==> config.mk <==
export PLATFORM = sky130hd
export DESIGN_NAME = ospfv2_router_lsa_link_parser_core_flat
export DESIGN_NICKNAME = d
export VERILOG_FILES = /design/src/design/lsap_pkg.sv /design/src/design/lsap_byte_if.sv /design/src/design/lsap_result_if.sv /design/src/design/lsap_parse.sv /design/src/design/lsap_outq.sv /design/src/design/ospfv2_router_lsa_link_parser_core.sv /design/src/flat_wrapper.sv
export SDC_FILE = /design/constraint.sdc
export NUM_CORES = 1
export LEC_CHECK = 0
export ABC_CLOCK_PERIOD_IN_PS = 7000
export BUFFER_PORTS_ARGS = -buffer_cell sky130_fd_sc_hd__buf_2
export CELL_PAD_IN_SITES_DETAIL_PLACEMENT = 0
export CELL_PAD_IN_SITES_GLOBAL_PLACEMENT = 1
export CORE_UTILIZATION = 30
export CTS_CLUSTER_SIZE = 30
export DETAILED_ROUTE_END_ITERATION = 12
export GPL_ROUTABILITY_DRIVEN = 0
export GPL_TIMING_DRIVEN = 0
export HOLD_SLACK_MARGIN = 0.05
export MAX_ROUTING_LAYER = met4
export PLACE_DENSITY_LB_ADDON = 0.12
export SYNTH_ARGS = -nofsm -noshare
export SYNTH_HDL_FRONTEND = slang
export SYNTH_SLANG_ARGS = --single-unit
==> constraint.sdc <==
create_clock -name clk -period 7 [get_ports clk]
set_clock_uncertainty 0.2 [all_clocks]
set_input_delay 1.75 -clock clk [delete_from_list [all_inputs] [get_ports clk]]
set_output_delay 1.75 -clock clk [all_outputs]
set_load 0.1 [all_outputs]
==> src/design/lsap_pkg.sv <==
`default_nettype none

package lsap_pkg;

  // Body layout
  localparam logic [2:0]  FIXED_PART_BYTES = 3'd4;
  localparam logic [2:0]  FP_FLAGS         = 3'd0;
  localparam logic [2:0]  FP_COUNT_HI      = 3'd2;
  localparam logic [2:0]  FP_COUNT_LO      = 3'd3;

  localparam logic [10:0] LINK_DATA_OFS    = 11'd4;
  localparam logic [10:0] LINK_TYPE_OFS    = 11'd8;
  localparam logic [10:0] LINK_TOS_OFS     = 11'd9;
  localparam logic [10:0] LINK_METRIC_END  = 11'd12;
  localparam logic [11:0] LINK_FIXED_BYTES = 12'd12;

  // Link types that are legal
  localparam logic [7:0]  LINK_TYPE_MIN    = 8'd1;
  localparam logic [7:0]  LINK_TYPE_MAX    = 8'd4;

  // Verdict codes
  localparam logic [2:0]  ST_OK        = 3'd0;
  localparam logic [2:0]  ST_SHORT     = 3'd1;
  localparam logic [2:0]  ST_BAD_TYPE  = 3'd2;
  localparam logic [2:0]  ST_TRUNCATED = 3'd3;
  localparam logic [2:0]  ST_MISSING   = 3'd4;
  localparam logic [2:0]  ST_TRAILING  = 3'd5;

  // Result kinds
  localparam logic KIND_LINK    = 1'b0;
  localparam logic KIND_VERDICT = 1'b1;

  // Result queue depth (at least two)
  localparam int unsigned OQ_DEPTH = 4;

  typedef struct packed {
    logic        kind;
    logic [15:0] link_index;
    logic [31:0] link_id;
    logic [31:0] link_info;
    logic [2:0]  link_type;
    logic [15:0] metric;
    logic [7:0]  tos_skipped;
    logic [2:0]  router_flags;
    logic [15:0] declared_links;
    logic [2:0]  status;
    logic        last_result;
  } result_t;

  // Results pushed by the parser in one cycle: record first, verdict second
  typedef struct packed {
    logic rec_valid;
    logic vrd_valid;
  } push_t;

endpackage

`default_nettype wire

==> src/design/lsap_byte_if.sv <==
`default_nettype none

interface lsap_byte_if;
  logic       valid;
  logic       ready;
  logic [7:0] body_byte;
  logic       last;

  modport source (output valid, output body_byte, output last, input ready);
  modport sink   (input valid, input body_byte, input last, output ready);
endinterface

`default_nettype wire

==> src/design/lsap_result_if.sv <==
`default_nettype none

interface lsap_result_if;
  logic        valid;
  logic        ready;
  logic        kind;
  logic [15:0] link_index;
  logic [31:0] link_id;
  logic [31:0] link_info;
  logic [2:0]  link_type;
  logic [15:0] metric;
  logic [7:0]  tos_skipped;
  logic [2:0]  router_flags;
  logic [15:0] declared_links;
  logic [2:0]  status;
  logic        last_result;

  modport source (
    output valid, output kind, output link_index, output link_id, output link_info,
    output link_type, output metric, output tos_skipped, output router_flags,
    output declared_links, output status, output last_result, input ready
  );
  modport sink (
    input valid, input kind, input link_index, input link_id, input link_info,
    input link_type, input metric, input tos_skipped, input router_flags,
    input declared_links, input status, input last_result, output ready
  );
endinterface

`default_nettype wire

==> src/design/lsap_parse.sv <==
`default_nettype none

// Input word register plus the per-byte parse step. Produces up to two
// results per byte (link record, then verdict) for the result queue.
module lsap_parse (
  input  wire logic              clk,
  input  wire logic              rst,
  input  wire logic              in_valid,
  input  wire logic [7:0]        in_byte,
  input  wire logic              in_last,
  output logic                   in_ready,
  input  wire logic              room,
  output lsap_pkg::push_t        push,
  output lsap_pkg::result_t      rec,
  output lsap_pkg::result_t      vrd
);

  // Input stage
  logic       stg_valid;
  logic [7:0] stg_byte;
  logic       stg_last;
  logic       take;

  // Parse state
  logic [2:0]  fixed_position, fixed_position_next;
  logic [2:0]  flags_reg, flags_reg_next;
  logic [15:0] declared_count, declared_count_next;
  logic [15:0] links_done, links_done_next;
  logic [10:0] link_position, link_position_next;
  logic [7:0]  tos_entries, tos_entries_next;
  logic [31:0] id_word, id_word_next;
  logic [31:0] data_word, data_word_next;
  logic [7:0]  type_byte, type_byte_next;
  logic [15:0] metric_acc, metric_acc_next;
  logic [2:0]  error_code, error_code_next;

  logic [11:0] pos_inc;
  logic [11:0] link_size;
  logic        rec_fire;
  logic [2:0]  verdict;

  assign take     = stg_valid && room;
  assign in_ready = !stg_valid || room;

  always_ff @(posedge clk) begin
    if (rst) begin
      stg_valid <= 1'b0;
    end else if (in_ready) begin
      stg_valid <= in_valid;
    end
    if (in_ready) begin
      stg_byte <= in_byte;
      stg_last <= in_last;
    end
  end

  // Next state for one body byte
  always_comb begin
    fixed_position_next = fixed_position;
    flags_reg_next      = flags_reg;
    declared_count_next = declared_count;
    links_done_next     = links_done;
    link_position_next  = link_position;
    tos_entries_next    = tos_entries;
    id_word_next        = id_word;
    data_word_next      = data_word;
    type_byte_next      = type_byte;
    metric_acc_next     = metric_acc;
    error_code_next     = error_code;
    rec_fire            = 1'b0;
    pos_inc             = {1'b0, link_position} + 12'd1;
    link_size           = '0;

    if (error_code == lsap_pkg::ST_OK) begin
      if (fixed_position < lsap_pkg::FIXED_PART_BYTES) begin
        case (fixed_position)
          lsap_pkg::FP_FLAGS:    flags_reg_next = stg_byte[2:0];
          lsap_pkg::FP_COUNT_HI: declared_count_next = {stg_byte, 8'h00};
          lsap_pkg::FP_COUNT_LO: declared_count_next = {declared_count[15:8], stg_byte};
          default: ;
        endcase
        fixed_position_next = fixed_position + 3'd1;
      end else if (links_done >= declared_count) begin
        error_code_next = lsap_pkg::ST_TRAILING;
      end else begin
        // Field capture by offset within the link
        if (link_position < lsap_pkg::LINK_DATA_OFS) begin
          id_word_next = {id_word[23:0], stg_byte};
        end else if (link_position < lsap_pkg::LINK_TYPE_OFS) begin
          data_word_next = {data_word[23:0], stg_byte};
        end else if (link_position == lsap_pkg::LINK_TYPE_OFS) begin
          type_byte_next = stg_byte;
          if (!(stg_byte inside {[lsap_pkg::LINK_TYPE_MIN:lsap_pkg::LINK_TYPE_MAX]})) begin
            error_code_next = lsap_pkg::ST_BAD_TYPE;
          end
        end else if (link_position == lsap_pkg::LINK_TOS_OFS) begin
          tos_entries_next = stg_byte;
        end else if (link_position < lsap_pkg::LINK_METRIC_END) begin
          metric_acc_next = {metric_acc[7:0], stg_byte};
        end

        // End of link: fixed part plus four bytes per TOS entry
        link_size = lsap_pkg::LINK_FIXED_BYTES + {2'b00, tos_entries_next, 2'b00};
        if (error_code_next == lsap_pkg::ST_OK) begin
          if (pos_inc >= lsap_pkg::LINK_FIXED_BYTES && pos_inc >= link_size) begin
            rec_fire           = 1'b1;
            links_done_next    = links_done + 16'd1;
            link_position_next = '0;
          end else begin
            link_position_next = pos_inc[10:0];
          end
        end
      end
    end

    // Verdict: first latched error, else checks on the end position
    if (error_code_next != lsap_pkg::ST_OK) begin
      verdict = error_code_next;
    end else if (fixed_position_next < lsap_pkg::FIXED_PART_BYTES) begin
      verdict = lsap_pkg::ST_SHORT;
    end else if (link_position_next != '0) begin
      verdict = lsap_pkg::ST_TRUNCATED;
    end else if (links_done_next < declared_count_next) begin
      verdict = lsap_pkg::ST_MISSING;
    end else begin
      verdict = lsap_pkg::ST_OK;
    end
  end

  // Result words
  always_comb begin
    push.rec_valid = take && rec_fire;
    push.vrd_valid = take && stg_last;

    rec.kind           = lsap_pkg::KIND_LINK;
    rec.link_index     = links_done;
    rec.link_id        = id_word_next;
    rec.link_info      = data_word_next;
    rec.link_type      = type_byte_next[2:0];
    rec.metric         = metric_acc_next;
    rec.tos_skipped    = tos_entries_next;
    rec.router_flags   = flags_reg_next;
    rec.declared_links = declared_count_next;
    rec.status         = lsap_pkg::ST_OK;
    rec.last_result    = 1'b0;

    vrd.kind           = lsap_pkg::KIND_VERDICT;
    vrd.link_index     = links_done_next;
    vrd.link_id        = '0;
    vrd.link_info      = '0;
    vrd.link_type      = '0;
    vrd.metric         = '0;
    vrd.tos_skipped    = '0;
    vrd.router_flags   = flags_reg_next;
    vrd.declared_links = declared_count_next;
    vrd.status         = verdict;
    vrd.last_result    = 1'b1;
  end

  // State update; the final byte returns everything to reset
  always_ff @(posedge clk) begin
    if (rst || (take && stg_last)) begin
      fixed_position <= '0;
      flags_reg      <= '0;
      declared_count <= '0;
      links_done     <= '0;
      link_position  <= '0;
      tos_entries    <= '0;
      id_word        <= '0;
      data_word      <= '0;
      type_byte      <= '0;
      metric_acc     <= '0;
      error_code     <= lsap_pkg::ST_OK;
    end else if (take) begin
      fixed_position <= fixed_position_next;
      flags_reg      <= flags_reg_next;
      declared_count <= declared_count_next;
      links_done     <= links_done_next;
      link_position  <= link_position_next;
      tos_entries    <= tos_entries_next;
      id_word        <= id_word_next;
      data_word      <= data_word_next;
      type_byte      <= type_byte_next;
      metric_acc     <= metric_acc_next;
      error_code     <= error_code_next;
    end
  end

  // No link record once an error is latched
  a_no_rec_after_error: assert property (@(posedge clk) disable iff (rst)
    push.rec_valid |-> error_code == lsap_pkg::ST_OK)
    else $error("link record emitted after an error was latched");

  // Position within a link never reaches the link length
  a_link_pos_bound: assert property (@(posedge clk) disable iff (rst)
    ({1'b0, link_position} < lsap_pkg::LINK_FIXED_BYTES + {2'b00, tos_entries, 2'b00}))
    else $error("link position past end of link");

  // Fixed-part counter stops at its length
  a_fixed_pos_bound: assert property (@(posedge clk) disable iff (rst)
    fixed_position <= lsap_pkg::FIXED_PART_BYTES)
    else $error("fixed-part position overran");

endmodule

`default_nettype wire

==> src/design/lsap_outq.sv <==
`default_nettype none

// Small result queue: takes up to two results a cycle in order, hands out
// one registered word a cycle while out_ready is high.
module lsap_outq #(
  parameter int unsigned DEPTH = lsap_pkg::OQ_DEPTH
) (
  input  wire logic              clk,
  input  wire logic              rst,
  input  wire lsap_pkg::push_t   push,
  input  wire lsap_pkg::result_t rec,
  input  wire lsap_pkg::result_t vrd,
  output logic                   room,
  output logic                   out_valid,
  input  wire logic              out_ready,
  output lsap_pkg::result_t      head
);

  localparam int unsigned AW = (DEPTH > 1) ? $clog2(DEPTH) : 1;
  localparam int unsigned CW = $clog2(DEPTH + 1);

  lsap_pkg::result_t mem [DEPTH];
  logic [AW-1:0] rd_ptr, wr_ptr;
  logic [CW-1:0] count;
  logic [CW-1:0] n_push;
  logic          pop;
  logic          any_push;

  function automatic logic [AW-1:0] ptr_inc(input logic [AW-1:0] p);
    logic [AW-1:0] r;
    if (p == AW'(DEPTH - 1)) begin
      r = '0;
    end else begin
      r = p + 1'b1;
    end
    return r;
  endfunction

  assign any_push  = push.rec_valid || push.vrd_valid;
  assign n_push    = CW'(push.rec_valid) + CW'(push.vrd_valid);
  assign out_valid = count != '0;
  assign pop       = out_valid && out_ready;
  assign room      = count <= CW'(DEPTH - 2);
  assign head      = mem[rd_ptr];

  // Storage: record first, verdict behind it
  always_ff @(posedge clk) begin
    if (any_push) begin
      mem[wr_ptr] <= push.rec_valid ? rec : vrd;
    end
    if (push.rec_valid && push.vrd_valid) begin
      mem[ptr_inc(wr_ptr)] <= vrd;
    end
  end

  // Pointers and fill count
  always_ff @(posedge clk) begin
    if (rst) begin
      rd_ptr <= '0;
      wr_ptr <= '0;
      count  <= '0;
    end else begin
      if (pop) begin
        rd_ptr <= ptr_inc(rd_ptr);
      end
      if (push.rec_valid && push.vrd_valid) begin
        wr_ptr <= ptr_inc(ptr_inc(wr_ptr));
      end else if (any_push) begin
        wr_ptr <= ptr_inc(wr_ptr);
      end
      count <= count + n_push - CW'(pop);
    end
  end

  a_count_bound: assert property (@(posedge clk) disable iff (rst)
    count <= CW'(DEPTH))
    else $error("result queue overflow");

  a_push_needs_room: assert property (@(posedge clk) disable iff (rst)
    any_push |-> room)
    else $error("result pushed without two free entries");

endmodule

`default_nettype wire

==> src/design/ospfv2_router_lsa_link_parser_core.sv <==
`default_nettype none

// Router-LSA body parser. Takes one body byte per cycle on lsa_bytes and
// returns a link record for each completed link and a verdict word after
// the byte marked last (record first when that byte also ends a link).
// Records are provisional until the verdict reports status 0. A byte is
// registered in an input stage, parsed there, and its results are written
// into a small queue whose head drives results. Throughput is one byte per
// cycle; bytes are held back only while the result queue has fewer than two
// free entries (QUEUE_DEPTH sets its size), which happens only when the
// result side stalls. The queue drains one word per cycle while
// results.ready is high.
module ospfv2_router_lsa_link_parser_core #(
  parameter int unsigned QUEUE_DEPTH = lsap_pkg::OQ_DEPTH
) (
  input  wire logic     clk,
  input  wire logic     rst,
  lsap_byte_if.sink     lsa_bytes,
  lsap_result_if.source results
);

  lsap_pkg::push_t   push;
  lsap_pkg::result_t rec;
  lsap_pkg::result_t vrd;
  lsap_pkg::result_t head;
  logic              room;

  lsap_parse u_parse (
    .clk      (clk),
    .rst      (rst),
    .in_valid (lsa_bytes.valid),
    .in_byte  (lsa_bytes.body_byte),
    .in_last  (lsa_bytes.last),
    .in_ready (lsa_bytes.ready),
    .room     (room),
    .push     (push),
    .rec      (rec),
    .vrd      (vrd)
  );

  lsap_outq #(
    .DEPTH (QUEUE_DEPTH)
  ) u_outq (
    .clk       (clk),
    .rst       (rst),
    .push      (push),
    .rec       (rec),
    .vrd       (vrd),
    .room      (room),
    .out_valid (results.valid),
    .out_ready (results.ready),
    .head      (head)
  );

  // Result word onto the channel
  assign results.kind           = head.kind;
  assign results.link_index     = head.link_index;
  assign results.link_id        = head.link_id;
  assign results.link_info      = head.link_info;
  assign results.link_type      = head.link_type;
  assign results.metric         = head.metric;
  assign results.tos_skipped    = head.tos_skipped;
  assign results.router_flags   = head.router_flags;
  assign results.declared_links = head.declared_links;
  assign results.status         = head.status;
  assign results.last_result    = head.last_result;

endmodule

`default_nettype wire

==> src/flat_wrapper.sv <==
// flat-port wrapper written by rule: the top's interface ports become plain ports
module ospfv2_router_lsa_link_parser_core_flat 
#(
  parameter int unsigned QUEUE_DEPTH = lsap_pkg::OQ_DEPTH
)
  (clk, rst, lsa_bytes_valid, lsa_bytes_body_byte, lsa_bytes_last, lsa_bytes_ready, results_valid, results_kind, results_link_index, results_link_id, results_link_info, results_link_type, results_metric, results_tos_skipped, results_router_flags, results_declared_links, results_status, results_last_result, results_ready);
  lsap_byte_if lsa_bytes_i ();
  lsap_result_if results_i ();
  input  wire logic clk;
  input  wire logic rst;
  input wire logic [$bits(lsa_bytes_i.valid)-1:0] lsa_bytes_valid;
  input wire logic [$bits(lsa_bytes_i.body_byte)-1:0] lsa_bytes_body_byte;
  input wire logic [$bits(lsa_bytes_i.last)-1:0] lsa_bytes_last;
  output wire logic [$bits(lsa_bytes_i.ready)-1:0] lsa_bytes_ready;
  output wire logic [$bits(results_i.valid)-1:0] results_valid;
  output wire logic [$bits(results_i.kind)-1:0] results_kind;
  output wire logic [$bits(results_i.link_index)-1:0] results_link_index;
  output wire logic [$bits(results_i.link_id)-1:0] results_link_id;
  output wire logic [$bits(results_i.link_info)-1:0] results_link_info;
  output wire logic [$bits(results_i.link_type)-1:0] results_link_type;
  output wire logic [$bits(results_i.metric)-1:0] results_metric;
  output wire logic [$bits(results_i.tos_skipped)-1:0] results_tos_skipped;
  output wire logic [$bits(results_i.router_flags)-1:0] results_router_flags;
  output wire logic [$bits(results_i.declared_links)-1:0] results_declared_links;
  output wire logic [$bits(results_i.status)-1:0] results_status;
  output wire logic [$bits(results_i.last_result)-1:0] results_last_result;
  input wire logic [$bits(results_i.ready)-1:0] results_ready;
  assign lsa_bytes_i.valid = lsa_bytes_valid;
  assign lsa_bytes_i.body_byte = lsa_bytes_body_byte;
  assign lsa_bytes_i.last = lsa_bytes_last;
  assign lsa_bytes_ready = lsa_bytes_i.ready;
  assign results_valid = results_i.valid;
  assign results_kind = results_i.kind;
  assign results_link_index = results_i.link_index;
  assign results_link_id = results_i.link_id;
  assign results_link_info = results_i.link_info;
  assign results_link_type = results_i.link_type;
  assign results_metric = results_i.metric;
  assign results_tos_skipped = results_i.tos_skipped;
  assign results_router_flags = results_i.router_flags;
  assign results_declared_links = results_i.declared_links;
  assign results_status = results_i.status;
  assign results_last_result = results_i.last_result;
  assign results_i.ready = results_ready;
  ospfv2_router_lsa_link_parser_core #(.QUEUE_DEPTH(QUEUE_DEPTH)) u_core (.clk(clk), .rst(rst), .lsa_bytes(lsa_bytes_i), .results(results_i));
endmodule
Word-level counts from Yosys, hierarchy flattened:

Memories as Yosys holds them, arrays and structs flattened. A register that Yosys moved wholly into a read port is not among the register bits.
Index checks and enable logic that the tools add are counted.
Widths: inputs -> output; s select.

* register bits after elaboration: 160
* latch bits: 0
* RAM bits: 524
* bits in read-only memories: 0
* input bits: 13
* output and inout port bits: 133
* logic and storage cells: 149
* memories kept: 1

Memories
* u_core.u_outq.mem: words 4, bits a word 131, read ports 1, clocked after Yosys merged registers in 1, wr ports 2, line lsap_outq.sv:22 `lsap_pkg::result_t mem [DEPTH];`

* add/sub/neg operators: 10
* $mul: 0
* div/mod/pow operators: 0
* magnitude comparators: 12
* equal/unequal tests: 7
* shift-type cells: 0
* mux-type cells: 84
* bitwise logic cells: 0
* reduce and logical (&&, ||, !) cells: 18

Operators by type and width (number)
* $mux 32: 9
* $mux 16: 15
* $mux 131: 1
* $mux 8: 10
* $mux 3: 25
* $mux 11: 5
* $pmux 16 s2: 1
* $eq 11x4->1 const B: 2
* $lt 11x4->1 const B: 2
* $mux 2: 9
* $add 16x1->16 const B: 1
* $ge 16x16->1: 1
* $lt 16x16->1: 1
* $add 11x1->12 const B: 1
* $ge 12x11->1: 1
* $ge 12x4->1 const B: 1
* $add 4x10->11 const A: 1
* $lt 11x3->1 const B: 1
* $reduce_bool 11->1: 1
* $logic_not 3->1: 3
* $mux 1: 9
* $ge 8x1->1 const B: 1
* $le 8x3->1 const B: 1
* $logic_and 1x1->1: 7
* other kinds (13): 22

Longest topological paths before layout:

Gate-level depths: netlist of run 1.

* depth in word-level cells: 23
* depth in mapped cells: 31
* gate-level depth less buffers: 28

By module:

A second synthesis of run 1 with hierarchy kept.

* cell total of the unflattened synthesis: 2491
* area, all modules: 35873.2 um^2

By module, submodules not included
* lsap_outq: instances 1, cells each 1336, area each 25942.4 um^2, sequential area each 15915.3 um^2
* lsap_parse: instances 1, cells each 1155, area each 9930.8 um^2, sequential area each 3153.0 um^2

Worst setup path after synthesis of run 1:

No wires, ideal clock.

* path kind: register -> register
* start: register u_core.u_parse.link_position[6]
* end: memory u_core.u_outq.mem[0][3] (netlist name), data pin
* arrival time: 5.688 ns
* data required time: 6.652 ns
* path slack: 0.965 ns
* stages on the path, launching flop included: 30
* path buffers: 3
* clock period less this slack: 6.035 ns
* cell sequence: dfxtp_1 > clkbuf_2 > nor3_1 > nand3_1 > nor4b_1 > nand2_1 > mux2_2 > inv_1 > ha_1 > nor2_1 > nand2_1 > xnor2_1 > ha_1 > nand4_1 > o21ai_0 > a41o_1 > nand4_1 > buf_2 > buf_2 > o31ai_1 > nand2_1 > ha_1 > a21o_1 > a21o_1 > a21o_1 > a211oi_1 > o21bai_1 > a221oi_1 > o2111ai_1 > a21oi_1

RTL lines
* from (decl): line lsap_parse.sv:29 `logic [10:0] link_position, link_position_next;`
* from (signal assigned): line lsap_parse.sv:179 `link_position <= link_position_next;`
* to (decl): line lsap_outq.sv:22

==> metrics, run 1 <==
outcome finished, violations left; failing checks DRC; Die Y 319 microns; initial core utilization 0.302; Worst Hold Depth 1; Slew HR 0.135; critical path endpoint category flop; CORE AREA between 100000 and 150000 sq um; met3 Usage GRT 0.0355; Total GRT Usage 0.220; CP Buf/Inv Count 4; R2R depth 28; Worst Hold End u_core.u_outq.mem[0][0]$_SDFFE_PP1P_; register-to-register path setup slack 0.32 ns; register area share after synthesis 0.505; busiest grt layer met2; global routing usage on met2 0.346; share of layout cells above drive strength 1 0.189; Syn Nets 2813; max FFs per register 520; Setup CP Type reg -> reg; root buffer cell clkbuf_16; H-tree depth reported by CTS 3; Die X-Extent 319 microns; Worst path max stage delay 0.40 ns; final setup fails 0; DR WL/cell 25.5 microns; Routed WL 111000 microns; hold_buf cts 0; final-layout fill cell count 9884; TritonRoute pass-1 iters 9; HP Start u_core.u_outq.mem[0][0]$_SDFFE_PP1P_; full die area 102000 sq um; Antenna Violating Nets Remaining 0; largest net degree at the start of global routing 35; Tmin final ~6.7 ns; main flop type after synthesis dfxtp_1; Synth cell types 81; TritonCTS buffer count 82; IO buf count about 150; max-slew violation count 0; CP most frequent cell ha_1; area of the multi-input gates 13800 sq um; Cells after Synth 2741; drt drc 2; non-filler cells, final 4349; Register Area between 15000 and 20000 sq um; CP Data Arrival Time 6.97 ns; clk sinks 682; vias in the first global route 23398; worst reg2reg endpoint u_core.u_outq.mem[0][3]$_DFFE_PP_; flops & latches, synth 682; I/O pins ~150; Static Leak 12.7 nW; dpl hpwl 78200 microns; family with the most delay on the worst path simple AND/OR/NAND/NOR gates; reg-to-reg startpoint u_core.u_parse.link_position[8]$_SDFFE_PP0P_; crit path max-delay cell type dfxtp_1; mapped cell area 30200 sq um; placed cells between 4000 and 5000; Critical Path RT 7.29 ns; Post-synth ARST share 0; Largest regs u_core.u_outq.mem x520, u_core.u_parse.data_word x32, u_core.u_parse.id_word x32; DR vias/cell 5.40; Worst-path clk slew 0.06 ns; Longest Clk Path Bufs 3; most flop-heavy register u_core.u_outq.mem; VDD IR max 0.352 mV; num rows 116; final hold violations 0; M1 GR Usage 0.291; PwrDens 308 nW/um^2; Post-synth EDFFs 161; antenna violations before repair 6; f_max 0.150 GHz; Synth Area per Inst 11.0 sq um; first-pass GRT wire length between 150000 and 200000 microns; GRT Residual Overflow 0; synth-to-layout area growth 18.5%; DR vias 23502; Power Total 11.0 mW; worst slew pin tran around 1.3 ns; synth warn 0; critical path launch point type flop; Skew-Pair Late Insertion Delay 0.68 ns; CTS tree built; Post-layout nets 3054; first-iteration detailed-routing DRC count around 2000; Worst Path Max Fanout 10; max_cap viols 0; period utilization 0.954; Hold WC Path Type reg -> reg
==> timing repair <==
action,in CTS,in global routing
gates resized for setup,14,22
hold endpoints to repair,0,0
pin swaps,5,8
setup endpoints to repair,6,6
buffers inserted,5,2
==> cells in the mapped netlist (all sizes together) (5+ instances only) <==
cell | number | share of area
edfxtp | 161 | 0.16
inv | 78 | 0.0097
buf | 104 | 0.020
nor3 | 35 | 0.0061
or2 | 7 | 0.0014
mux2 | 17 | 0.0063
a22oi | 18 | 0.0045
xor2 | 10 | 0.0029
nor2 | 242 | 0.030
nor4b | 5 | 0.0019
ha | 57 | 0.024
mux4 | 130 | 0.097
a211oi | 27 | 0.0073
a211o | 7 | 0.0020
nand3 | 38 | 0.0065
or3 | 6 | 0.0012
clkbuf | 129 | 0.016
and2 | 9 | 0.0019
nand2 | 279 | 0.035
nor4 | 11 | 0.0030
o21ai | 62 | 0.010
a22o | 307 | 0.089
nand4 | 15 | 0.0031
or4 | 5 | 0.0012
and3 | 12 | 0.0025
a21o | 26 | 0.0065
a31oi | 15 | 0.0031
a311oi | 7 | 0.0020
o32ai | 28 | 0.0081
o2bb2ai | 33 | 0.0096
xnor2 | 29 | 0.0084
dfxtp | 521 | 0.34
mux2i | 103 | 0.034
o31ai | 5 | 0.0012
a21oi | 153 | 0.026
==> layout by cell type, fill, tap and decap left out, types with 7 or more instances in the layout <==
cell type  Yosys  final
clkbuf_1     127    141
inv_1         73     73
a31oi_1       15     14
clkbuf_16      0     83
nor2_1       241    240
a21o_1        26     26
buf_6         12     14
a21oi_1      151    148
o32ai_1       28     28
o2bb2ai_1     33     33
nand2_1      278    276
mux4_2       130    130
nand3_1       37     36
a311oi_1       7      7
edfxtp_1     161    161
a22o_1       307    307
mux2_2        17     17
nand4_1       15     15
a22oi_1       18     18
clkbuf_8       0     14
mux2i_1      103    102
xnor2_1       29     27
and3_1        12     12
o21ai_0       58     57
buf_4         11     20
clkinv_2       0     18
buf_1         23     21
bufinv_16      0     10
nor4_1         9      7
dfxtp_1      521    521
xor2_1        10      9
and2_1         7      7
ha_1          57     57
a211oi_1      25     25
a211o_1        7      7
buf_2         58    202
nor3_1        33     31
==> where the power goes <==
group / internal (mW) / total (mW) / switching, mW
clock: 2.73 / 4.58 / 1.85
sequential: 4.16 / 4.25 / 0.0875
combinational: 0.517 / 2.21 / 1.69
==> routing by layer <==
metal | up-vias | routed length (microns)
met1 | 11937 | 50200
met5 | - | 0
met2 | 677 | 52000
li1 | 10718 | -
met3 | 170 | 5760
met4 | 0 | 2970
==> worst max-delay path by stage <==
| stage | end | start | depth (start not counted) | slack [ns] |
|---|---|---|---|---|
| floorplan | u_core.u_outq.mem[0][3]$_DFFE_PP_ | u_core.u_parse.link_position[6]$_SDFFE_PP0P_ | 29 | 0.96 |
| global placement | u_core.u_outq.mem[1][114]$_DFFE_PP_ | u_core.u_parse.link_position[6]$_SDFFE_PP0P_ | 20 | -0.95 |
| detailed placement | u_core.u_outq.mem[0][3]$_DFFE_PP_ | u_core.u_parse.link_position[6]$_SDFFE_PP0P_ | 30 | -0.87 |
| CTS | u_core.u_outq.mem[0][3]$_DFFE_PP_ | u_core.u_parse.link_position[6]$_SDFFE_PP0P_ | 29 | 0.02 |
| global route | u_core.u_outq.mem[0][3]$_DFFE_PP_ | u_core.u_parse.link_position[8]$_SDFFE_PP0P_ | 28 | -0.002 |
| finish | u_core.u_outq.mem[0][3]$_DFFE_PP_ | u_core.u_parse.link_position[8]$_SDFFE_PP0P_ | 28 | 0.32 |
==> metrics by stage <==
step	setup TNS (ns)	util	cell area [sq um]	setup slack (ns)	hold slack (ns)
3_5_place_dp	-3.67	0.327	32700	-0.875	0.240
2_1_floorplan	0	-	30200	0.965	0.221
6_report	0	0.358	35800	0.321	0.251
4_1_cts	0	0.357	35700	0.0220	0.253
3_3_place_gp	-58.83	0.326	32600	-0.953	0.233
5_1_grt	-0.00236	0.358	35800	-0.00236	0.265
==> kinds of logic (layout without fill, tap and decap cells) <==
group | Yosys count | in the layout | synth area share
simple gates | 681 | 681 | 0.0978
other cells | 0 | 1 | 0
mux | 250 | 250 | 0.137
buf+inv | 313 | 622 | 0.0457
fa+ha+maj | 59 | 59 | 0.0249
xor+xnor | 39 | 39 | 0.0113
compound gates | 717 | 717 | 0.178
flops | 682 | 682 | 0.505
==> final cells by class <==
cell class                      count  share of cell area
Timing Repair Buffer              157              0.0245
Antenna cell                        1           0.0000698
Sequential cell                   682               0.426
Clock inverter                     39              0.0164
Buffer                            233              0.0306
Inverter                           80             0.00841
Multi-Input combinational cell   1746               0.384
Tap cell                         1298              0.0453
Clock buffer                      113              0.0650
(Power assumes the default switching activity.)
==> run 2, diff against run 1 <==
--- a/config.mk
+++ b/config.mk
@@ -17,6 +17,8 @@
 export HOLD_SLACK_MARGIN = 0.05
 export MAX_ROUTING_LAYER = met4
 export PLACE_DENSITY_LB_ADDON = 0.12
+export SKIP_LAST_GASP = 1
 export SYNTH_ARGS = -nofsm -noshare
 export SYNTH_HDL_FRONTEND = slang
+export SYNTH_HIERARCHICAL = 1
 export SYNTH_SLANG_ARGS = --single-unit
==> metrics, run 2 <==
outcome completed (was finished, violations left); Worst-path clk slew 0.06 ns (about the same); register area share after synthesis 0.532 (was 0.505); CORE AREA 118000 sq um (was 100000 sq um); critical path launch point type flop (unchanged); Clock power frac 0.335 (was 0.415); Worst Path Max Fanout 8 (was 10); Static Leak 15.5 nW (was 12.7 nW); I/O pins 146 (unchanged); most flop-heavy register u_core/u_outq/mem (was u_core.u_outq.mem); Setup CP Type reg -> reg (unchanged); Routed WL 104000 microns (was 111000 microns); DR vias 21507 (was 23502); Cells after Synth 2491 (was 2741); Worst Hold Depth 2 (was 1); flops & latches, synth 686 (was 682); Power Total 12.8 mW (was 11.0 mW); max-slew violation count 0 (unchanged); IO buf count 145 (unchanged); max_cap viols 0 (unchanged); synth warn 6 (was 0); Antenna Violating Nets Remaining 0 (unchanged); Hold WC Path Type reg -> reg (unchanged); register-to-register path setup slack 0.28 ns (was 0.32 ns); full die area 121000 sq um (was 102000 sq um); commonest non-fill, non-tap cells in the layout edfxtp_1, mux2_1, mux2_2 (was dfxtp_1, a22o_1, nand2_1); share of layout cells above drive strength 1 0.329 (was 0.189); worst slack, placed -1.27 ns (was -0.875 ns); Largest regs u_core/u_outq/mem x524, u_core/u_parse/data_word x32, u_core/u_parse/id_word x32 (was u_core.u_outq.mem x520, u_core.u_parse.data_word x32, u_core.u_parse.id_word x32); GRT Residual Overflow 0 (unchanged); period utilization 0.961 (was 0.954); final setup fails 0 (unchanged); sw power 4.74 mW (was 3.62 mW); largest area contributor in the netlist edfxtp_1 (was dfxtp_1); max FFs per register 524 (was 520); f_max 0.149 GHz (was 0.150 GHz); worst slew pin tran 1.41 ns (was 1.30 ns); worst reg2reg endpoint u_core/u_outq/mem[1][3]$_DFFE_PP_ (was u_core.u_outq.mem[0][3]$_DFFE_PP_); Synth top cells by count edfxtp_1, mux2_1, mux2_2, nor2_1, dfxtp_1 (was dfxtp_1, a22o_1, nand2_1, nor2_1, edfxtp_1); CP Data Arrival Time 7.04 ns (was 6.97 ns); Pint 8.11 mW (was 7.41 mW); drt drc 0 (was 2); main flop type after synthesis edfxtp_1 (was dfxtp_1); final-layout fill cell count 11412 (was 9884); Synth top area share 0.446 (was 0.345); reg-to-reg startpoint u_core/u_parse/link_position[8]$_SDFFE_PP0P_ (was u_core.u_parse.link_position[8]$_SDFFE_PP0P_); Register Area 19100 sq um (was 15300 sq um); Total GRT Usage 0.176 (was 0.220); commonest non-fill, non-tap cell in the layout edfxtp_1 (was dfxtp_1); Synth cell types 69 (was 81); mapped cell area 35900 sq um (was 30200 sq um); Final WS setup 0.276 ns (was 0.321 ns); first-pass GRT wire length 151000 microns (was 162000 microns); Slew HR 0.0577 (was 0.135); Worst Hold End u_core/u_parse/type_byte[0]$_SDFFE_PP0P_ (was u_core.u_outq.mem[0][0]$_SDFFE_PP1P_); HP Start u_core/u_parse/type_byte[0]$_SDFFE_PP0P_ (was u_core.u_outq.mem[0][0]$_SDFFE_PP1P_); Skew-Pair Late Insertion Delay 0.65 ns (was 0.68 ns); PwrDens 302 nW/um^2 (was 308 nW/um^2); Post-layout nets 2930 (was 3054); Die X-Extent 348 microns (was 319 microns); DR vias/cell 4.81 (was 5.40); Synth Area per Inst 14.4 sq um (was 11.0 sq um); initial core utilization 0.303 (was 0.302); final hold violations 0 (unchanged); Comb power frac 0.302 (was 0.200); most common cell in the netlist edfxtp_1 (was dfxtp_1); num rows 126 (was 116); synth-to-layout area growth 18.7% (was 18.5%); clk sinks 686 (was 682); antenna violations before repair 6 (unchanged); Die Y 348 microns (was 319 microns); Critical Path RT 7.31 ns (was 7.29 ns); Tmin final 6.72 ns (was 6.68 ns); CTS tree built (unchanged); VDD IR max 0.184 mV (was 0.352 mV); Seq pwr share 0.363 (was 0.385); first-iteration detailed-routing DRC count 1240 (was 1975); vias in the first global route 22576 (was 23398); largest net degree at the start of global routing 22 (was 35); R2R depth 27 (was 28); Longest Clk Path Bufs 3 (unchanged); Setup TNS 0 ns (unchanged); root buffer cell clkbuf_16 (unchanged); DR WL/cell 23.3 microns (was 25.5 microns); area of the multi-input gates 15400 sq um (was 13800 sq um); Min Hold Slack 0.252 ns (was 0.251 ns); Synth area leaders edfxtp_1, mux2_1, dfxtp_1 (was dfxtp_1, edfxtp_1, mux4_2); Post-synth EDFFs 533 (was 161); TritonCTS buffer count 86 (was 82); Sw Ratio 0.369 (was 0.328); dpl hpwl 70600 microns (was 78200 microns); TritonRoute pass-1 iters 5 (was 9); critical path endpoint category flop (unchanged); H-tree depth reported by CTS 3 (unchanged); hold_buf cts 0 (unchanged); Post-synth ARST share 0 (unchanged)
-- run 2: power groups by stage --
stage | sequential (mW) | combinational [mW] | clock, mW
final | 4.66 | 3.89 | 4.30
after floorplan | 4.72 | 3.09 | 0
after global routing | 4.67 | 4.09 | 4.60
after CTS | 4.66 | 3.95 | 4.46
after global placement | 4.75 | 3.87 | 0
after detailed placement | 4.74 | 3.95 | 0
-- run 2: kinds of logic after synthesis --
| family | Yosys count | share of synthesized area |
|---|---|---|
| muxes | 821 | 0.296 |
| other | 2 | 0.000209 |
| AOI/OAI and AO/OA | 148 | 0.0279 |
| DFF | 686 | 0.532 |
| adders and majority gates | 61 | 0.0217 |
| and+or+nand+nor | 395 | 0.0524 |
| xor gates and xnor gates | 49 | 0.0120 |
| buffers and inverters | 329 | 0.0581 |
-- run 2: layout make-up --
| type | instances | area share |
|---|---|---|
| Timing Repair Buffer | 184 | 0.0334 |
| Antenna cell | 4 | 0.000235 |
| Clock buffer | 124 | 0.0565 |
| Inverter | 50 | 0.00441 |
| Buffer | 276 | 0.0445 |
| Tap cell | 1536 | 0.0451 |
| Clock inverter | 37 | 0.00714 |
| Multi-Input combinational cell | 1572 | 0.361 |
| Sequential cell | 686 | 0.448 |
-- run 2: critical path: stages, from the launching register on --
cell	delay, ns
dfxtp_1	0.29
buf_2	0.16
or3_4	0.37
nor4_4	0.25
and4_1	0.28
buf_6	0.16
mux2i_4	0.31
ha_4	0.19
nor3_2	0.05
and2b_1	0.19
xor2_1	0.17
ha_1	0.33
and4_4	0.24
a21o_1	0.11
o21ai_1	0.11
o311ai_4	0.13
nand4_2	0.10
buf_4	0.18
nor3_2	0.41
nand2_1	0.13
xnor2_1	0.55
ha_1	0.34
nand4_1	0.14
nor2_1	0.09
nor4bb_4	0.31
nand2_1	0.14
o311ai_4	0.41
mux2_2	0.22
-- run 2: repair_timing --
| action | in CTS | in global routing |
|---|---|---|
| gates resized for setup | 18 | 24 |
| pin swaps | 6 | 12 |
| setup endpoints to repair | 200 | 20 |
| setup buffers | 4 | 7 |
-- run 2: stage by stage --
stage                      util  cells  cell area [sq um]
after floorplan               -   2587              36300
after global placement    0.329   4268              38900
after detailed placement  0.334   4296              39500
after CTS                 0.359   4460              42400
after global routing      0.360   4465              42600
final                     0.360   4469              42600
-- run 2: worst max path at each step --
stage / startpoint / to / slack, ns / cells past startpoint
2_1_floorplan: u_core/u_parse/link_position[7]$_SDFFE_PP0P_ / u_core/u_outq/mem[0][0]$_DFFE_PP_ / 0.04 / 20
3_3_place_gp: u_core/u_parse/link_position[7]$_SDFFE_PP0P_ / u_core/u_outq/mem[2][99]$_DFFE_PP_ / -3.65 / 20
3_5_place_dp: u_core/u_parse/link_position[7]$_SDFFE_PP0P_ / u_core/u_outq/mem[2][3]$_DFFE_PP_ / -1.27 / 29
4_1_cts: u_core/u_parse/link_position[7]$_SDFFE_PP0P_ / u_core/u_outq/mem[2][3]$_DFFE_PP_ / 0.008 / 29
5_1_grt: u_core/u_parse/link_position[8]$_SDFFE_PP0P_ / u_core/u_outq/mem[2][3]$_DFFE_PP_ / -0.01 / 29
6_report: u_core/u_parse/link_position[8]$_SDFFE_PP0P_ / u_core/u_outq/mem[1][3]$_DFFE_PP_ / 0.28 / 27
-- run 2: layer usage --
| metal | part of all wire | global-route usage | wire, microns |
|---|---|---|---|
| met4 | 0.025 | 0.0504 | 2550 |
| met1 | 0.44 | 0.220 | 45800 |
| met2 | 0.49 | 0.292 | 51200 |
| met3 | 0.043 | 0.0292 | 4500 |
| met5 | 0 | - | 0 |
==> run 3, diff against run 2 <==
--- a/config.mk
+++ b/config.mk
@@ -9,6 +9,7 @@
 export BUFFER_PORTS_ARGS = -buffer_cell sky130_fd_sc_hd__buf_2
 export CELL_PAD_IN_SITES_DETAIL_PLACEMENT = 0
 export CELL_PAD_IN_SITES_GLOBAL_PLACEMENT = 1
+export CORE_MARGIN = 4
 export CORE_UTILIZATION = 30
 export CTS_CLUSTER_SIZE = 30
 export DETAILED_ROUTE_END_ITERATION = 12
==> metrics, run 3 (synthesized netlist as in run 2, its figures left out) <==
outcome finished, violations left (was completed); failing checks capacitance limit, slew limit; Worst Path Max Fanout 10 (was 8); Hold WC Path Type reg -> reg (unchanged); Critical Path RT 7.32 ns (was 7.31 ns); largest net degree at the start of global routing 22 (unchanged); Setup TNS 0 ns (unchanged); first-pass GRT wire length 154000 microns (was 151000 microns); CTS tree built (unchanged); worst reg2reg endpoint u_core/u_outq/mem[3][3]$_DFFE_PP_ (was u_core/u_outq/mem[1][3]$_DFFE_PP_); dpl hpwl 71400 microns (was 70600 microns); Worst-path clk slew 0.06 ns (about the same); TritonRoute pass-1 iters 5 (unchanged); Die X-Extent 354 microns (was 348 microns); sw power 4.74 mW (about the same); most flop-heavy register u_core/u_outq/mem (unchanged); hold_buf cts 0 (unchanged); H-tree depth reported by CTS 3 (unchanged); root buffer cell clkbuf_16 (unchanged); worst slew pin tran 1.50 ns (was 1.41 ns); crit path max-delay cell type or3_4 (was xnor2_1); CP Data Arrival Time 7.03 ns (was 7.04 ns); Seq pwr share 0.357 (was 0.363); initial core utilization 0.303 (about the same); IO buf count 145 (unchanged); critical path launch point type flop (unchanged); CP most frequent cell buf_4; unrepaired setup endpoints after global routing true; max_cap viols 1 (was 0); Sw Ratio 0.363 (was 0.369); Post-DP Area 39600 sq um (was 39500 sq um); Pint 8.30 mW (was 8.11 mW); Antenna Violating Nets Remaining 0 (unchanged); Power Total 13.0 mW (was 12.8 mW); max-slew violation count 9 (was 0); HP Start u_core/u_parse/type_byte[2]$_SDFFE_PP0P_ (was u_core/u_parse/type_byte[0]$_SDFFE_PP0P_); Static Leak 15.6 nW (was 15.5 nW); synth-to-layout area growth 19.5% (was 18.7%); first-iteration detailed-routing DRC count 1133 (was 1240); register-to-register path setup slack 0.29 ns (was 0.28 ns); Post-layout nets 2939 (was 2930); Clock power frac 0.345 (was 0.335); CP Buf/Inv Count 6 (was 3); Skew-Pair Late Insertion Delay 0.65 ns (about the same); Total GRT Usage 0.171 (was 0.176); PwrDens 304 nW/um^2 (was 302 nW/um^2); Worst Hold Depth 2 (unchanged); commonest non-fill, non-tap cell in the layout edfxtp_1 (unchanged); Setup CP Type reg -> reg (unchanged); reg-to-reg startpoint u_core/u_parse/link_position[6]$_SDFFE_PP0P_ (was u_core/u_parse/link_position[8]$_SDFFE_PP0P_); Comb power frac 0.298 (was 0.302); Routed WL 105000 microns (was 104000 microns); DR WL/cell 23.1 microns (was 23.3 microns); clk sinks 686 (unchanged); antenna violations before repair 10 (was 6); Diodes inserted 0 (was 4); Layout Utilization 0.362 (was 0.360); full die area 125000 sq um (was 121000 sq um); Post-Layout Inst Area 42900 sq um (was 42600 sq um); TritonCTS buffer count 85 (was 86); VDD IR max 0.182 mV (was 0.184 mV); GRT Residual Overflow 0 (unchanged); commonest non-fill, non-tap cells in the layout edfxtp_1, mux2_1, mux2_2 (unchanged); Min Hold Slack 0.255 ns (was 0.252 ns); Worst Hold End u_core/u_parse/type_byte[2]$_SDFFE_PP0P_ (was u_core/u_parse/type_byte[0]$_SDFFE_PP0P_); Largest regs u_core/u_outq/mem x524, u_core/u_parse/data_word x32, u_core/u_parse/id_word x32 (unchanged); R2R depth 30 (was 27); share of layout cells above drive strength 1 0.335 (was 0.329); drt drc 0 (unchanged); Die Y 354 microns (was 348 microns); family with the most delay on the worst path simple AND/OR/NAND/NOR gates (unchanged); Tmin final 6.71 ns (was 6.72 ns); Worst path max stage delay 0.45 ns (was 0.55 ns); final-layout fill cell count 11337 (was 11412); DR vias/cell 4.74 (was 4.81); DR vias 21506 (was 21507); period utilization 0.959 (was 0.961); vias in the first global route 22915 (was 22576); I/O pins 146 (unchanged); critical path endpoint category flop (unchanged); f_max 0.149 GHz (about the same); CORE AREA 118000 sq um (about the same); Longest Clk Path Bufs 3 (unchanged); final setup fails 0 (unchanged); final hold violations 0 (unchanged); num rows 126 (unchanged); Slew HR -0.00309 (was 0.0577); max FFs per register 524 (unchanged)
==> run 3: layer usage <==
metal	part of all wire	up-vias	wire, microns	global-route usage
li1	-	10064	-	-
met1	0.44	10881	46500	0.216
met2	0.49	410	51600	0.286
met3	0.039	151	4050	0.0259
met4	0.024	0	2510	0.0441
met5	0	-	0	-
==> run 3: worst max-delay path by stage <==
stage	cells past startpoint	endpoint	slack, ns	startpoint
6_report	30	u_core/u_outq/mem[3][3]$_DFFE_PP_	0.29	u_core/u_parse/link_position[6]$_SDFFE_PP0P_
5_1_grt	31	u_core/u_outq/mem[3][3]$_DFFE_PP_	-0.01	u_core/u_parse/link_position[6]$_SDFFE_PP0P_
4_1_cts	30	u_core/u_outq/mem[3][3]$_DFFE_PP_	0.0002	u_core/u_parse/link_position[7]$_SDFFE_PP0P_
3_5_place_dp	29	u_core/u_outq/mem[3][3]$_DFFE_PP_	-1.35	u_core/u_parse/link_position[7]$_SDFFE_PP0P_
3_3_place_gp	20	u_core/u_outq/mem[1][63]$_DFFE_PP_	-3.64	u_core/u_parse/link_position[7]$_SDFFE_PP0P_
2_1_floorplan	20	u_core/u_outq/mem[0][0]$_DFFE_PP_	0.04	u_core/u_parse/link_position[7]$_SDFFE_PP0P_
==> run 3: per-stage QoR <==
step	std cells	worst slack, ns
6_report	4538	0.287
5_1_grt	4538	-0.0113
4_1_cts	4527	0.000196
3_5_place_dp	4360	-1.35
3_3_place_gp	4332	-3.64
2_1_floorplan	2587	0.0416
==> run 3: tightest hold or removal path: cells and delay by family (launching register included) <==
family,cells,cell delay (ns)
AO/OA/AOI/OAI,1,0.05
flip-flops,1,0.31
AND/OR/NAND/NOR,1,0.05
==> run 3: layout make-up <==
type / instances / area [sq um] / share of cell area
Buffer: 276 / 1890 / 0.0440
Sequential cell: 686 / 19100 / 0.445
Clock inverter: 37 / 427 / 0.00995
Inverter: 50 / 188 / 0.00438
Tap cell: 1600 / 2000 / 0.0467
Timing Repair Buffer: 194 / 1500 / 0.0350
Multi-Input combinational cell: 1572 / 15400 / 0.359
Clock buffer: 123 / 2420 / 0.0565
==> run 3: power by group through the flow <==
stage	registers [mW]	logic (mW)	clock network [mW]
floorplan	4.72	3.09	0
global placement	4.75	3.88	0
detailed placement	4.74	3.94	0
CTS	4.66	3.95	4.67
global route	4.67	4.10	4.82
finish	4.66	3.88	4.50
==> run 3: timing repair <==
| action | in CTS | in global routing |
|---|---|---|
| pin swaps | 7 | 8 |
| buffers inserted | 8 | 13 |
| setup endpoints to repair | 274 | 116 |
| resized for setup | 24 | 16 |
